### config.mk
export PLATFORM = sky130hd
export DESIGN_NAME = ultrasonic_ranger_obstacle_confirm_top
export DESIGN_NICKNAME = d
export VERILOG_FILES = /design/src/hw/rtl/uroc_pkg.sv /design/src/hw/rtl/ultrasonic_ranger_obstacle_confirm_top.sv /design/src/hw/rtl/uroc_csr.sv /design/src/hw/rtl/uroc_in_reg.sv /design/src/hw/rtl/uroc_core.sv /design/src/hw/rtl/uroc_out_reg.sv
export VERILOG_INCLUDE_DIRS = /design/src /design/src/hw/rtl
export SDC_FILE = /design/constraint.sdc
export NUM_CORES = 1
export LEC_CHECK = 0
export ABC_CLOCK_PERIOD_IN_PS = 14200
export BUFFER_PORTS_ARGS = -buffer_cell sky130_fd_sc_hd__buf_2
export CORE_ASPECT_RATIO = 1.2
export CORE_UTILIZATION = 55
export CTS_CLUSTER_DIAMETER = 50
export DETAILED_ROUTE_END_ITERATION = 10
export PLACE_DENSITY = 0.73
export SLEW_MARGIN = 20
export SYNTH_ARGS = -nofsm -noshare
export SYNTH_HDL_FRONTEND = slang
export SYNTH_SLANG_ARGS = --single-unit
### constraint.sdc
create_clock -name clock -period 14.2 [get_ports clock]
set_input_delay 2.13 -clock clock [delete_from_list [all_inputs] [get_ports clock]]
set_output_delay 2.13 -clock clock [all_outputs]
set_load 0.02 [all_outputs]
### src/hw/rtl/ultrasonic_ranger_obstacle_confirm_top_assert.svh
// ----------------------------------------------------------------------------
// Assertion macros for the obstacle-confirm ranger
// Shared property wrappers, clocked on clock and disabled during reset.
// ----------------------------------------------------------------------------
`ifndef ULTRASONIC_RANGER_OBSTACLE_CONFIRM_TOP_ASSERT_SVH
`define ULTRASONIC_RANGER_OBSTACLE_CONFIRM_TOP_ASSERT_SVH

// same-cycle implication
`define UROC_ASSERT_IMP(label, ante, cons) \
   label: assert property (@(posedge clock) disable iff (reset) (ante) |-> (cons)) \
      else $error("uroc assertion failed");

// next-cycle implication
`define UROC_ASSERT_NEXT(label, ante, cons) \
   label: assert property (@(posedge clock) disable iff (reset) (ante) |=> (cons)) \
      else $error("uroc assertion failed");

`endif

### src/hw/rtl/uroc_pkg.sv
// ----------------------------------------------------------------------------
// uroc_pkg
// Types and fixed constants of the obstacle-confirm ranger.
// ----------------------------------------------------------------------------
package uroc_pkg;

   localparam int unsigned TIMEOUT_W   = 16;
   localparam int unsigned THRESH_W    = 16;
   localparam int unsigned CONFIRM_W   = 8;
   localparam int unsigned INTERVAL_W  = 20;
   localparam int unsigned DIST_W      = 16;
   localparam int unsigned RUN_W       = 8;
   localparam int unsigned CSR_DATA_W  = 20;
   localparam int unsigned CSR_INDEX_W = 2;
   localparam int unsigned REM_W       = 6;

   localparam logic [TIMEOUT_W-1:0]  TRIG_LOW_LAST  = 16'd1;
   localparam logic [TIMEOUT_W-1:0]  TRIG_HIGH_LAST = 16'd9;
   localparam logic [REM_W:0]        DIST_STEP      = 7'd10;
   localparam logic [REM_W-1:0]      DIST_ROUND     = 6'd29;
   localparam logic [REM_W:0]        DIST_DIV       = 7'd58;
   localparam logic [INTERVAL_W-1:0] WINDOW_MAX     = 20'hFFFFF;

   localparam logic [TIMEOUT_W-1:0]  TIMEOUT_RST    = 16'd30000;
   localparam logic [THRESH_W-1:0]   THRESH_RST     = 16'd150;
   localparam logic [CONFIRM_W-1:0]  CONFIRM_RST    = 8'd3;
   localparam logic [INTERVAL_W-1:0] INTERVAL_RST   = 20'd50000;

   typedef enum logic [4:0] {
      PH_IDLE      = 5'b00001,
      PH_TRIG_LOW  = 5'b00010,
      PH_TRIG_HIGH = 5'b00100,
      PH_WAIT_RISE = 5'b01000,
      PH_PULSE     = 5'b10000
   } phase_type;

   typedef enum logic [1:0] {
      KIND_VALID   = 2'd0,
      KIND_NO_ECHO = 2'd1,
      KIND_FAULT   = 2'd2
   } kind_type;

   typedef enum logic [CSR_INDEX_W-1:0] {
      CSR_TIMEOUT  = 2'd0,
      CSR_THRESH   = 2'd1,
      CSR_CONFIRM  = 2'd2,
      CSR_INTERVAL = 2'd3
   } csr_index_type;

   typedef struct packed {
      logic [TIMEOUT_W-1:0]  echo_timeout;
      logic [THRESH_W-1:0]   near_threshold_mm;
      logic [CONFIRM_W-1:0]  confirm_count;
      logic [INTERVAL_W-1:0] interval_us;
   } cfg_type;

   typedef struct packed {
      logic echo_level;
      logic monitor_enable;
      logic restart;
   } req_type;

   typedef struct packed {
      logic              trigger_level;
      logic [DIST_W-1:0] distance_out;
      logic              valid_out;
      logic              stop_out;
      logic [RUN_W-1:0]  near_run_out;
      logic              sample_done;
      kind_type          sample_kind;
   } rsp_type;

endpackage

### src/hw/rtl/ultrasonic_ranger_obstacle_confirm_top.sv
// ----------------------------------------------------------------------------
// ultrasonic_ranger_obstacle_confirm_top
// Ultrasonic time-of-flight ranger with consecutive-near obstacle confirm.
// ----------------------------------------------------------------------------
// Each req item is one microsecond tick of the pin sampler; each tick gives
// exactly one rsp item with the trigger pin level and the current results.
// The block takes one item per clock cycle unless the output stalls: the
// item is captured in an input register, then the tick's step logic (phase
// sequencer, echo counters, near-run update) writes the result register.
// Distance is built up as quotient and remainder while the pulse is timed,
// so the per-tick path is one narrow add and compare. Configuration is
// written through csr_wr_en/csr_index/csr_wdata while no item is in flight.
// ----------------------------------------------------------------------------
`include "ultrasonic_ranger_obstacle_confirm_top_assert.svh"

module ultrasonic_ranger_obstacle_confirm_top (
   input  logic                             clock,
   input  logic                             reset,
   input  logic                             req_valid,
   output logic                             req_ready,
   input  logic                             req_echo_level,
   input  logic                             req_monitor_enable,
   input  logic                             req_restart,
   output logic                             rsp_valid,
   input  logic                             rsp_ready,
   output logic                             rsp_trigger_level,
   output logic [15:0]                      rsp_distance_out,
   output logic                             rsp_valid_out,
   output logic                             rsp_stop_out,
   output logic [7:0]                       rsp_near_run_out,
   output logic                             rsp_sample_done,
   output logic [1:0]                       rsp_sample_kind,
   input  logic                             csr_wr_en,
   input  logic [uroc_pkg::CSR_INDEX_W-1:0] csr_index,
   input  logic [uroc_pkg::CSR_DATA_W-1:0]  csr_wdata
);

   uroc_pkg::cfg_type cfg;
   uroc_pkg::req_type req_item;
   uroc_pkg::req_type item;
   uroc_pkg::rsp_type result;
   uroc_pkg::rsp_type rsp_item;
   logic              out_free;
   logic              take;

   assign req_item.echo_level     = req_echo_level;
   assign req_item.monitor_enable = req_monitor_enable;
   assign req_item.restart        = req_restart;

   uroc_csr u_csr (
      .clock     (clock),
      .reset     (reset),
      .csr_wr_en (csr_wr_en),
      .csr_index (csr_index),
      .csr_wdata (csr_wdata),
      .cfg       (cfg)
   );

   uroc_in_reg u_in_reg (
      .clock     (clock),
      .reset     (reset),
      .req_valid (req_valid),
      .req_ready (req_ready),
      .req_item  (req_item),
      .out_free  (out_free),
      .take      (take),
      .item      (item)
   );

   uroc_core u_core (
      .clock  (clock),
      .reset  (reset),
      .cfg    (cfg),
      .step   (take),
      .item   (item),
      .result (result)
   );

   uroc_out_reg u_out_reg (
      .clock     (clock),
      .reset     (reset),
      .load      (take),
      .result    (result),
      .free      (out_free),
      .rsp_valid (rsp_valid),
      .rsp_ready (rsp_ready),
      .rsp_item  (rsp_item)
   );

   assign rsp_trigger_level = rsp_item.trigger_level;
   assign rsp_distance_out  = rsp_item.distance_out;
   assign rsp_valid_out     = rsp_item.valid_out;
   assign rsp_stop_out      = rsp_item.stop_out;
   assign rsp_near_run_out  = rsp_item.near_run_out;
   assign rsp_sample_done   = rsp_item.sample_done;
   assign rsp_sample_kind   = rsp_item.sample_kind;

   `UROC_ASSERT_IMP(a_stall_only_when_full, !req_ready, rsp_valid && !rsp_ready)
   `UROC_ASSERT_IMP(a_valid_sample_flags,
      rsp_valid && rsp_sample_done && rsp_sample_kind == uroc_pkg::KIND_VALID, rsp_valid_out)
   `UROC_ASSERT_IMP(a_invalid_zero_dist, rsp_valid && !rsp_valid_out, rsp_distance_out == 16'd0)
   `UROC_ASSERT_IMP(a_trigger_not_done, rsp_valid && rsp_trigger_level, !rsp_sample_done)

endmodule

### src/hw/rtl/uroc_csr.sv
// ----------------------------------------------------------------------------
// uroc_csr
// Configuration registers, written through a plain write port.
// ----------------------------------------------------------------------------
module uroc_csr (
   input  logic                            clock,
   input  logic                            reset,
   input  logic                            csr_wr_en,
   input  logic [uroc_pkg::CSR_INDEX_W-1:0] csr_index,
   input  logic [uroc_pkg::CSR_DATA_W-1:0]  csr_wdata,
   output uroc_pkg::cfg_type               cfg
);

   uroc_pkg::cfg_type cfg_ff;
   uroc_pkg::cfg_type cfg_in;

   always_comb begin
      cfg_in = cfg_ff;
      if (csr_wr_en) begin
         case (uroc_pkg::csr_index_type'(csr_index))
            uroc_pkg::CSR_TIMEOUT: begin
               cfg_in.echo_timeout = csr_wdata[uroc_pkg::TIMEOUT_W-1:0];
            end
            uroc_pkg::CSR_THRESH: begin
               cfg_in.near_threshold_mm = csr_wdata[uroc_pkg::THRESH_W-1:0];
            end
            uroc_pkg::CSR_CONFIRM: begin
               cfg_in.confirm_count = csr_wdata[uroc_pkg::CONFIRM_W-1:0];
            end
            uroc_pkg::CSR_INTERVAL: begin
               cfg_in.interval_us = csr_wdata[uroc_pkg::INTERVAL_W-1:0];
            end
            default: begin
            end
         endcase
      end
   end

   always_ff @(posedge clock) begin
      if (reset) begin
         cfg_ff.echo_timeout      <= uroc_pkg::TIMEOUT_RST;
         cfg_ff.near_threshold_mm <= uroc_pkg::THRESH_RST;
         cfg_ff.confirm_count     <= uroc_pkg::CONFIRM_RST;
         cfg_ff.interval_us       <= uroc_pkg::INTERVAL_RST;
      end else begin
         cfg_ff <= cfg_in;
      end
   end

   assign cfg = cfg_ff;

endmodule

### src/hw/rtl/uroc_in_reg.sv
// ----------------------------------------------------------------------------
// uroc_in_reg
// Input register: holds one accepted item until the step logic takes it.
// ----------------------------------------------------------------------------
module uroc_in_reg (
   input  logic              clock,
   input  logic              reset,
   input  logic              req_valid,
   output logic              req_ready,
   input  uroc_pkg::req_type req_item,
   input  logic              out_free,
   output logic              take,
   output uroc_pkg::req_type item
);

   logic              valid_ff;
   logic              valid_in;
   uroc_pkg::req_type item_ff;

   assign take      = valid_ff && out_free;
   assign req_ready = !valid_ff || out_free;
   assign valid_in  = req_ready ? req_valid : valid_ff;

   always_ff @(posedge clock) begin
      if (reset) begin
         valid_ff <= 1'b0;
      end else begin
         valid_ff <= valid_in;
      end
   end

   always_ff @(posedge clock) begin
      if (req_valid && req_ready) begin
         item_ff <= req_item;
      end
   end

   assign item = item_ff;

endmodule

### src/hw/rtl/uroc_core.sv
// ----------------------------------------------------------------------------
// uroc_core
// Per-tick sequencer: trigger timing, echo timing, distance and near run.
// The distance (pulse*10+29)/58 is tracked as quotient and remainder that
// advance with each pulse microsecond, so no divider is needed.
// ----------------------------------------------------------------------------
module uroc_core (
   input  logic              clock,
   input  logic              reset,
   input  uroc_pkg::cfg_type cfg,
   input  logic              step,
   input  uroc_pkg::req_type item,
   output uroc_pkg::rsp_type result
);

   uroc_pkg::phase_type               phase_ff, phase_in;
   logic [uroc_pkg::TIMEOUT_W-1:0]    ptime_ff, ptime_in;
   logic [uroc_pkg::INTERVAL_W-1:0]   wtime_ff, wtime_in;
   logic [uroc_pkg::DIST_W-1:0]       quot_ff, quot_in;
   logic [uroc_pkg::REM_W-1:0]        rem_ff, rem_in;
   logic [uroc_pkg::REM_W:0]          rem_sum;
   logic [uroc_pkg::DIST_W-1:0]       dist_ff, dist_in;
   logic                              valid_ff, valid_in;
   logic [uroc_pkg::RUN_W-1:0]        run_ff, run_in;
   logic                              stop_ff, stop_in;
   logic                              finish;
   uroc_pkg::kind_type                finish_kind;
   logic                              trig;

   always_comb begin
      phase_in    = phase_ff;
      ptime_in    = ptime_ff;
      wtime_in    = wtime_ff;
      quot_in     = quot_ff;
      rem_in      = rem_ff;
      rem_sum     = '0;
      dist_in     = dist_ff;
      valid_in    = valid_ff;
      run_in      = run_ff;
      stop_in     = stop_ff;
      finish      = 1'b0;
      finish_kind = uroc_pkg::KIND_VALID;
      trig        = 1'b0;

      if (!item.monitor_enable || item.restart) begin
         // abort and clear phase, timers, distance, run and stop
         phase_in = uroc_pkg::PH_IDLE;
         ptime_in = '0;
         wtime_in = '0;
         dist_in  = '0;
         valid_in = 1'b0;
         run_in   = '0;
         stop_in  = 1'b0;
      end else begin
         if (wtime_ff != uroc_pkg::WINDOW_MAX) begin
            wtime_in = wtime_ff + 1'b1;
         end
         if (phase_ff == uroc_pkg::PH_IDLE && wtime_in >= cfg.interval_us) begin
            wtime_in = '0;
            phase_in = uroc_pkg::PH_TRIG_LOW;
            ptime_in = '0;
         end

         case (phase_in)
            uroc_pkg::PH_TRIG_LOW: begin
               if (ptime_in >= uroc_pkg::TRIG_LOW_LAST) begin
                  phase_in = uroc_pkg::PH_TRIG_HIGH;
                  ptime_in = '0;
               end else begin
                  ptime_in = ptime_in + 1'b1;
               end
            end
            uroc_pkg::PH_TRIG_HIGH: begin
               trig = 1'b1;
               if (ptime_in >= uroc_pkg::TRIG_HIGH_LAST) begin
                  phase_in = uroc_pkg::PH_WAIT_RISE;
                  ptime_in = '0;
               end else begin
                  ptime_in = ptime_in + 1'b1;
               end
            end
            uroc_pkg::PH_WAIT_RISE: begin
               if (item.echo_level) begin
                  // rise tick is the first pulse microsecond, handled below
                  phase_in = uroc_pkg::PH_PULSE;
                  ptime_in = '0;
                  quot_in  = '0;
                  rem_in   = uroc_pkg::DIST_ROUND;
               end else if (ptime_in >= cfg.echo_timeout) begin
                  finish      = 1'b1;
                  finish_kind = uroc_pkg::KIND_NO_ECHO;
               end else begin
                  ptime_in = ptime_in + 1'b1;
               end
            end
            default: begin
            end
         endcase

         if (phase_in == uroc_pkg::PH_PULSE) begin
            if (!item.echo_level) begin
               finish      = 1'b1;
               finish_kind = uroc_pkg::KIND_VALID;
            end else if (ptime_in >= cfg.echo_timeout) begin
               finish      = 1'b1;
               finish_kind = uroc_pkg::KIND_FAULT;
            end else begin
               ptime_in = ptime_in + 1'b1;
               rem_sum  = {1'b0, rem_in} + uroc_pkg::DIST_STEP;
               if (rem_sum >= uroc_pkg::DIST_DIV) begin
                  rem_in  = uroc_pkg::REM_W'(rem_sum - uroc_pkg::DIST_DIV);
                  quot_in = quot_in + 1'b1;
               end else begin
                  rem_in = rem_sum[uroc_pkg::REM_W-1:0];
               end
            end
         end

         if (finish) begin
            phase_in = uroc_pkg::PH_IDLE;
            ptime_in = '0;
            case (finish_kind)
               uroc_pkg::KIND_VALID: begin
                  valid_in = 1'b1;
                  dist_in  = quot_in;
                  if (quot_in <= cfg.near_threshold_mm) begin
                     if (run_ff < cfg.confirm_count) begin
                        run_in = run_ff + 1'b1;
                     end
                     if (run_in >= cfg.confirm_count) begin
                        stop_in = 1'b1;
                     end
                  end else begin
                     run_in  = '0;
                     stop_in = 1'b0;
                  end
               end
               uroc_pkg::KIND_NO_ECHO: begin
                  valid_in = 1'b0;
                  dist_in  = '0;
                  run_in   = '0;
                  stop_in  = 1'b0;
               end
               default: begin
                  // fault keeps the stop hold
                  valid_in = 1'b0;
                  dist_in  = '0;
                  run_in   = '0;
               end
            endcase
         end
      end
   end

   always_comb begin
      result.trigger_level = trig;
      result.distance_out  = dist_in;
      result.valid_out     = valid_in;
      result.stop_out      = stop_in;
      result.near_run_out  = run_in;
      result.sample_done   = finish;
      result.sample_kind   = finish ? finish_kind : uroc_pkg::KIND_VALID;
   end

   always_ff @(posedge clock) begin
      if (reset) begin
         phase_ff <= uroc_pkg::PH_IDLE;
         ptime_ff <= '0;
         wtime_ff <= '0;
         dist_ff  <= '0;
         valid_ff <= 1'b0;
         run_ff   <= '0;
         stop_ff  <= 1'b0;
      end else if (step) begin
         phase_ff <= phase_in;
         ptime_ff <= ptime_in;
         wtime_ff <= wtime_in;
         dist_ff  <= dist_in;
         valid_ff <= valid_in;
         run_ff   <= run_in;
         stop_ff  <= stop_in;
      end
   end

   always_ff @(posedge clock) begin
      if (step) begin
         quot_ff <= quot_in;
         rem_ff  <= rem_in;
      end
   end

endmodule

### src/hw/rtl/uroc_out_reg.sv
// ----------------------------------------------------------------------------
// uroc_out_reg
// Result register: holds one result item until the consumer takes it.
// ----------------------------------------------------------------------------
module uroc_out_reg (
   input  logic              clock,
   input  logic              reset,
   input  logic              load,
   input  uroc_pkg::rsp_type result,
   output logic              free,
   output logic              rsp_valid,
   input  logic              rsp_ready,
   output uroc_pkg::rsp_type rsp_item
);

   logic              valid_ff;
   logic              valid_in;
   uroc_pkg::rsp_type item_ff;

   assign free     = !valid_ff || rsp_ready;
   assign valid_in = load || (valid_ff && !rsp_ready);

   always_ff @(posedge clock) begin
      if (reset) begin
         valid_ff <= 1'b0;
      end else begin
         valid_ff <= valid_in;
      end
   end

   always_ff @(posedge clock) begin
      if (load) begin
         item_ff <= result;
      end
   end

   assign rsp_valid = valid_ff;
   assign rsp_item  = item_ff;

endmodule

# ---- Word-level counts from Yosys, hierarchy flattened
# Cells that the tools add are included.
# Widths: inputs -> output; s select.
dict set report classes {
  addsub 7
  order_cmp 9
  n_eq_ne 10
  mux 77
  bitwise 2
  n_reduce_logical 20
}
# operator count
set ops {}
lappend ops {{$mux 16} 23}
lappend ops {{$mux 20} 4}
lappend ops {{$mux 8} 9}
lappend ops {{$add 16x1->16 const B} 3}
lappend ops {{$pmux 16 s3} 1}
lappend ops {{$mux 6} 7}
lappend ops {{$mux 5} 8}
lappend ops {{$ge 16x16->1} 2}
lappend ops {{$add 20x1->20 const B} 1}
lappend ops {{$ge 20x20->1} 1}
lappend ops {{$ne 20x20->1 const B} 1}
lappend ops {{$mux 1} 17}
lappend ops {{$ge 16x1->1 const B} 1}
lappend ops {{$ge 16x4->1 const B} 1}
lappend ops {{$le 16x16->1} 1}
lappend ops {{$pmux 5 s3} 1}
lappend ops {{$mux 2} 6}
lappend ops {{$reduce_and 2->1} 5}
lappend ops {{$add 8x1->8 const B} 1}
lappend ops {{$ge 8x8->1} 1}
lappend ops {{$lt 8x8->1} 1}
lappend ops {{$add 6x4->7 const B} 1}
lappend ops {{$ge 7x6->1 const B} 1}
lappend ops {{$sub 6x6->6 const B} 1}
lappend ops {{14 further kinds} 27}
dict set report word_totals {
  reg_bits 184
  output_inout_bits 32
  wordCells 150
}

# ---- Longest topological paths before layout
dict set report logic_depth {
  word_depth 28
  depth_mapped 53
  mapped_depth_nobuf 49
}

# ---- Hierarchy
# A second synthesis with hierarchy kept.
dict set report hier_totals {
  hier_cells 1330
  hier_area_um2 11697.5
}
# mod instances cells_each area_per_inst_um2
set modules_own_cells {}
lappend modules_own_cells {uroc_core 1 1049 8142.8}
lappend modules_own_cells {uroc_csr 1 238 2454.9}
lappend modules_own_cells {uroc_out_reg 1 34 947.2}
lappend modules_own_cells {uroc_in_reg 1 9 152.6}

# ---- Worst setup path after synthesis
# OpenSTA, ideal clock, no wires.
dict set report synth_timing {
  path_type {register to register}
  start {reg u_core.wtime_ff[7] in the netlist's numbering}
  end {reg u_core.run_ff[3] in the netlist's numbering}
  setup_time_ns 0.061
  arrival_time_ns 9.944
  t_required_ns 14.139
  path_slack_ns 4.194
  path_stages_with_launch 50
  synth_period_minus_slack_ns 10.006
  path_cell_list {dfxtp_1 and3_1 and4_1 and2_1 and3_1 clkbuf_1 nand3b_1 clkbuf_1 nand2_1 nor2_1 nand3_1 xnor2_1 ha_1 nand4_1 nor4_2 a32oi_2 a31o_2 buf_2 [... 14 more ...] nor2_1 a211oi_1 nand3_1 or4_4 nor2b_2 nand3_1 xor2_1 nor2_1 ha_1 a21o_1 a21o_1 a21oi_1 o21ai_0 nor2_1 a211o_1 nand3b_1 nor4_1 a22o_1}
}
dict set report synth_via {
  elab_chain_cells 22
  elab_cells_between_ends 62
  classes_between {add/sub (4); order compare (7); eq/ne (5); mux (44); reduce/logical (2)}
}
# item line_no
set synth_rtl {}
lappend synth_rtl {{start, declared} uroc_core.sv:18} ;# logic [uroc_pkg::INTERVAL_W-1:0] wtime_ff, wtime_in;
lappend synth_rtl {{start signal, assigned} uroc_core.sv:177} ;# wtime_ff <= wtime_in;
lappend synth_rtl {{$add 20x1->20 or $ne 20x20->1 (tied branches)} {uroc_core.sv:56, uroc_core.sv:55}}
lappend synth_rtl {{$mux 20 (*)} uroc_core.sv:55} ;# if (wtime_ff != uroc_pkg::WINDOW_MAX) begin
lappend synth_rtl {{$mux 20 (*)} uroc_core.sv:45} ;# if (!item.monitor_enable || item.restart) begin
lappend synth_rtl {{$ge 20x20->1 (*)} uroc_core.sv:58} ;# if (phase_ff == uroc_pkg::PH_IDLE && wtime_in >= cfg.interval_us) begin
lappend synth_rtl {{$logic_and 1x1->1 (*)} uroc_core.sv:58}
lappend synth_rtl {{$mux 16 or $mux 5 (tied branches)} uroc_core.sv:58}
lappend synth_rtl {{$mux 16 or $mux 5 (tied branches)} uroc_core.sv:45}
lappend synth_rtl {{$add 16x1->16 (tied with other cells)} {uroc_core.sv:70, uroc_core.sv:79, uroc_core.sv:93}}
lappend synth_rtl {{[... 6 more ...]} n/a}
lappend synth_rtl {{$mux 16} uroc_core.sv:101} ;# if (!item.echo_level) begin
lappend synth_rtl {{$mux 16} uroc_core.sv:100} ;# if (phase_in == uroc_pkg::PH_PULSE) begin
lappend synth_rtl {{$mux 16} uroc_core.sv:45}
lappend synth_rtl {{$le 16x16->1} uroc_core.sv:126} ;# if (quot_in <= cfg.near_threshold_mm) begin
lappend synth_rtl {{$mux 8} uroc_core.sv:126}
lappend synth_rtl {{$mux 8} uroc_core.sv:122} ;# case (finish_kind)
lappend synth_rtl {{$mux 8 (*)} uroc_core.sv:119} ;# if (finish) begin
lappend synth_rtl {{$mux 8 (*)} uroc_core.sv:45}
lappend synth_rtl {{end signal, assigned} uroc_core.sv:180} ;# run_ff <= run_in;
lappend synth_rtl {{end, declared} uroc_core.sv:24} ;# logic [uroc_pkg::RUN_W-1:0] run_ff, run_in;
# Mark *: on every way between the ends. The rest lies on a longest branch, timed or not. The select of a mux whose other input is x is not followed.
# A chain may end at the register's enable or synchronous reset.

==> flow_metrics.py <==
metrics = {
    "critical_path": {
        "cpLargestDelayFamily": "simple AND/OR/NAND/NOR gates",
        "path_buf_inv": 0,
        "cp_slowest_stage_delay_ns": 0.79,
        "required_ns": 14.48,
        "critPathLaunchType": "register",
        "crit_arrival_ns": 12.83,
        "regToRegSetupSlack_ns": 1.65,
        "crit_path_top_delay_cell": "a31oi_2",
        "critical_path_peak_fanout": 17,
        "path_class": "register to register",
        "worstSetupEndpointType": "register",
        "cpMostUsedCell": "nor2_1",
    },
    "logic_synthesis": {
        "async_flop_share_pct": 0,
        "synth-seq-cells": 184,
        "synthFlopType": "dfxtp_1",
        "syn_area_per_cell_um2": 8.32,
        "ys.warnings.count": 0,
        "yosys.cell_types.count": 78,
        "synth-seq-area-share_pct": 37.8,
        "syn_area_um2": 11200,
        "synth_fp_nets": 1465,
        "synthCells": 1344,
        "synth_edf_count": 55,
    },
    "cts": {
        "cts_tree": "built",
        "ctsHoldBuffers": 0,
        "cts_root_buffer": "clkbuf_16",
        "postCtsSetupRepairBufs": 0,
        "htreeDepth": 4,
        "clk-insertion-delay-late_ns": 0.44,
        "ctsLongestPathBuffers": 2,
        "clock-sinks": 184,
        "cts_resized": 0,
        "cts_made_buffers": 17,
        "path_clk_slew_ns": 0.08,
    },
    "sta": {
        "setup_violations": 0,
        "finalCritPeriodShare_pct": 88.4,
        "maxSlewViolCount": 0,
        "hold_viol": 0,
        "period_minus_slack_ns": 12.55,
        "timing.hold.ws_ns": 0.455,
        "relSlewSlack_pct": 30.5,
        "final.setup.tns_ns": 0,
        "rsz0062_at_grt": "no",
        "skew_ns": 0.0103,
        "worst_pin_slew_ns": 1.04,
        "max_freq_mhz": 79.7,
    },
    "global_routing": {
        "grt_pass1_vias": 9025,
        "grt_usage_pct": 28.3,
        "grt_pass1_wl_um": 46500,
        "antenna_found_initial": 0,
        "overflow": 0,
        "grt_max_degree": 95,
    },
    "power_and_ir_drop": {
        "p_per_area_nw_per_um2": 90.5,
        "switching_power_mw": 0.296,
        "power.leakage_nw": 4.90,
        "intPower_mw": 0.809,
        "power_mw": 1.10,
        "clkPwrFrac_pct": 43.2,
        "ir_drop_mv": 0.0905,
        "seqPwrFrac_pct": 50.2,
        "netSwitchingFraction_pct": 26.8,
        "power_frac_comb_pct": 6.6,
    },
    "die": {
        "coreArea_um2": 19800,
        "pin_count": 62,
        "die_w_um": 132,
        "num_rows": 56,
        "start_util_pct": 56.6,
        "die_y_um": 158,
        "dieArea_um2": 20900,
    },
    "drt": {
        "viasPerCell": 5.90,
        "postRouteAntennaNets": 0,
        "totalWireLength_um": 28700,
        "drtIter0Drc": 789,
        "first_pass_iters": 5,
        "route.detailed.drc": 0,
        "wire_per_inst_um": 17.5,
        "vias": 9681,
    },
    "job": {
        "maxCapViolations": 0,
    },
    "final_layout": {
        "final_util_pct": 61.8,
        "fillers": 1762,
        "nets": 1489,
        "stdcell_area_um2": 12200,
        "final_layout_size_suffix_gt1_share_pct": 9.78,
        "syn_to_final_growth_pct": 9.15,
        "diodes": 0,
    },
    "hold_path": {
        "hp-class": "register to register",
    },
    "placed_design": {
        "dp_hpwl_um": 21100,
        "gp_congestion": 0.952,
        "port_buffers": 61,
        "placed_area_um2": 11600,
    },
    "status": {
        "status": "completed",
    },
}
sequential cells by signal, summed over array words and instances, names as in the netlist:
name / cells
u_in_reg.item: 3
u_core.ptime_ff: 16
u_core.quot_ff: 16
u_core.phase_ff: 5
u_core.rem_ff: 6
u_core.dist_ff: 16
u_out_reg.rsp_valid: 1
u_csr.cfg: 60
u_core.stop_ff: 1
u_core.run_ff: 8
u_out_reg.rsp_item: 30
u_core.valid_ff: 1
u_in_reg.valid_ff: 1
u_core.wtime_ff: 20
power by group through the flow:
stage	registers (mW)	clock network (mW)	logic [mW]
2_1_floorplan	0.573	0	0.0399
5_1_grt	0.556	0.504	0.0809
3_5_place_dp	0.567	0	0.0728
3_3_place_gp	0.567	0	0.0718
4_1_cts	0.555	0.483	0.0732
6_report	0.555	0.477	0.0730
metrics by stage:
stage | setup slack [ns] | cells
finish | 1.65 | 1642
floorplan | 4.19 | 1344
detailed placement | 1.84 | 1610
global placement | 2.12 | 1610
global route | 0.536 | 1642
CTS | 1.76 | 1642
Yosys cell counts (3+ instances only):
cell,n,area (µm²)
or3_1,9,56.3
a21o_1,20,150
o22ai_1,6,37.5
a211oi_1,5,37.5
or2_2,4,25.0
dfxtp_1,129,2580
xor2_1,25,219
xnor2_1,30,263
a22o_1,7,61.3
nand3_1,33,165
buf_6,3,33.8
nor4b_1,3,26.3
a2bb2oi_1,3,26.3
a21oi_1,111,556
o21ai_0,48,240
nand3b_1,8,60.1
buf_2,7,35.0
a22oi_1,31,233
nor2_1,127,477
a31oi_1,6,37.5
a211o_1,18,158
o21ai_1,18,90.1
and2_1,28,175
and3_1,19,119
nor4_2,3,37.5
nor4_1,12,75.1
ha_1,91,1140
nor3b_1,6,45.0
inv_1,84,315
nor3_1,21,105
nand2b_1,13,81.3
o21a_1,12,90.1
edfxtp_1,55,1650
and4_1,6,52.6
clkbuf_1,50,188
nand2_1,196,736
o211ai_1,5,37.5
nor2b_1,8,50.1
nand4_1,26,163
buf_1,4,15.0
mux2_2,3,33.8
o21bai_1,4,30.0
cell type report:
class	instances	area, µm²	share of cell area [%]
sequential	184	4230	34.7
clock inverter	15	160	1.31
tap	261	327	2.67
clock buffer	17	425	3.48
inverter	85	319	2.61
timing repair buffer	70	375	3.07
multi-input combinational	1010	6370	52.2
layout by cell type, fill, tap and decap left out, drive strengths merged, types with 4 or more instances in the layout:
cell    instances
a21oi         113
nand3b          8
and2           28
nor3b           6
clkinv          6
o21ai          66
inv            92
dfxtp         129
edfxtp         55
a31oi           7
nand2         196
buf            70
nor4           16
clkbuf         17
nand3          33
nor4b           4
xor2           25
and3           19
a22oi          31
nand4          26
o211ai          5
or3            10
o21a           13
a211oi          6
xnor2          30
nand2b         13
o21bai          4
and4            6
or2             4
a211o          18
nor3           23
a21o           20
ha             91
nor2b           9
o22ai           6
a22o            7
nor2          127
worst min-delay path, stage by stage (launching register included):
cell	delay, ns
dfxtp_1	0.31
nand2_1	0.05
a21oi_1	0.05
metal layers:
metal | GRT usage [%] | wire (µm) | vias up
li1 | - | - | 4796
met1 | 35.9 | 12500 | 4491
met2 | 48.2 | 13700 | 318
met4 | 10.8 | 857 | 0
met5 | 0 | 0 | -
met3 | 5.12 | 1620 | 76
kinds of logic after synthesis:
kind of cell	after synthesis	synth area share (%)
DFF	184	37.8
adders and majority gates	91	10.2
and+or+nand+nor	535	23.2
buffers and inverters	150	5.32
xor gates and xnor gates	55	4.31
muxes	5	0.481
AOI/OAI and AO/OA	324	18.7
worst paths after layout:
| kind | start | endpoint | depth (start not counted) |
|---|---|---|---|
| setup / recovery | u_core.wtime_ff[7] | u_out_reg.rsp_item[3] | 45 |
| hold / removal | u_csr.cfg[42] | u_csr.cfg[42] | 2 |
| setup reg to reg | u_core.wtime_ff[7] | u_out_reg.rsp_item[3] | 45 |
| hold reg to reg | u_csr.cfg[42] | u_csr.cfg[42] | 2 |
(Power assumes the default switching activity.)
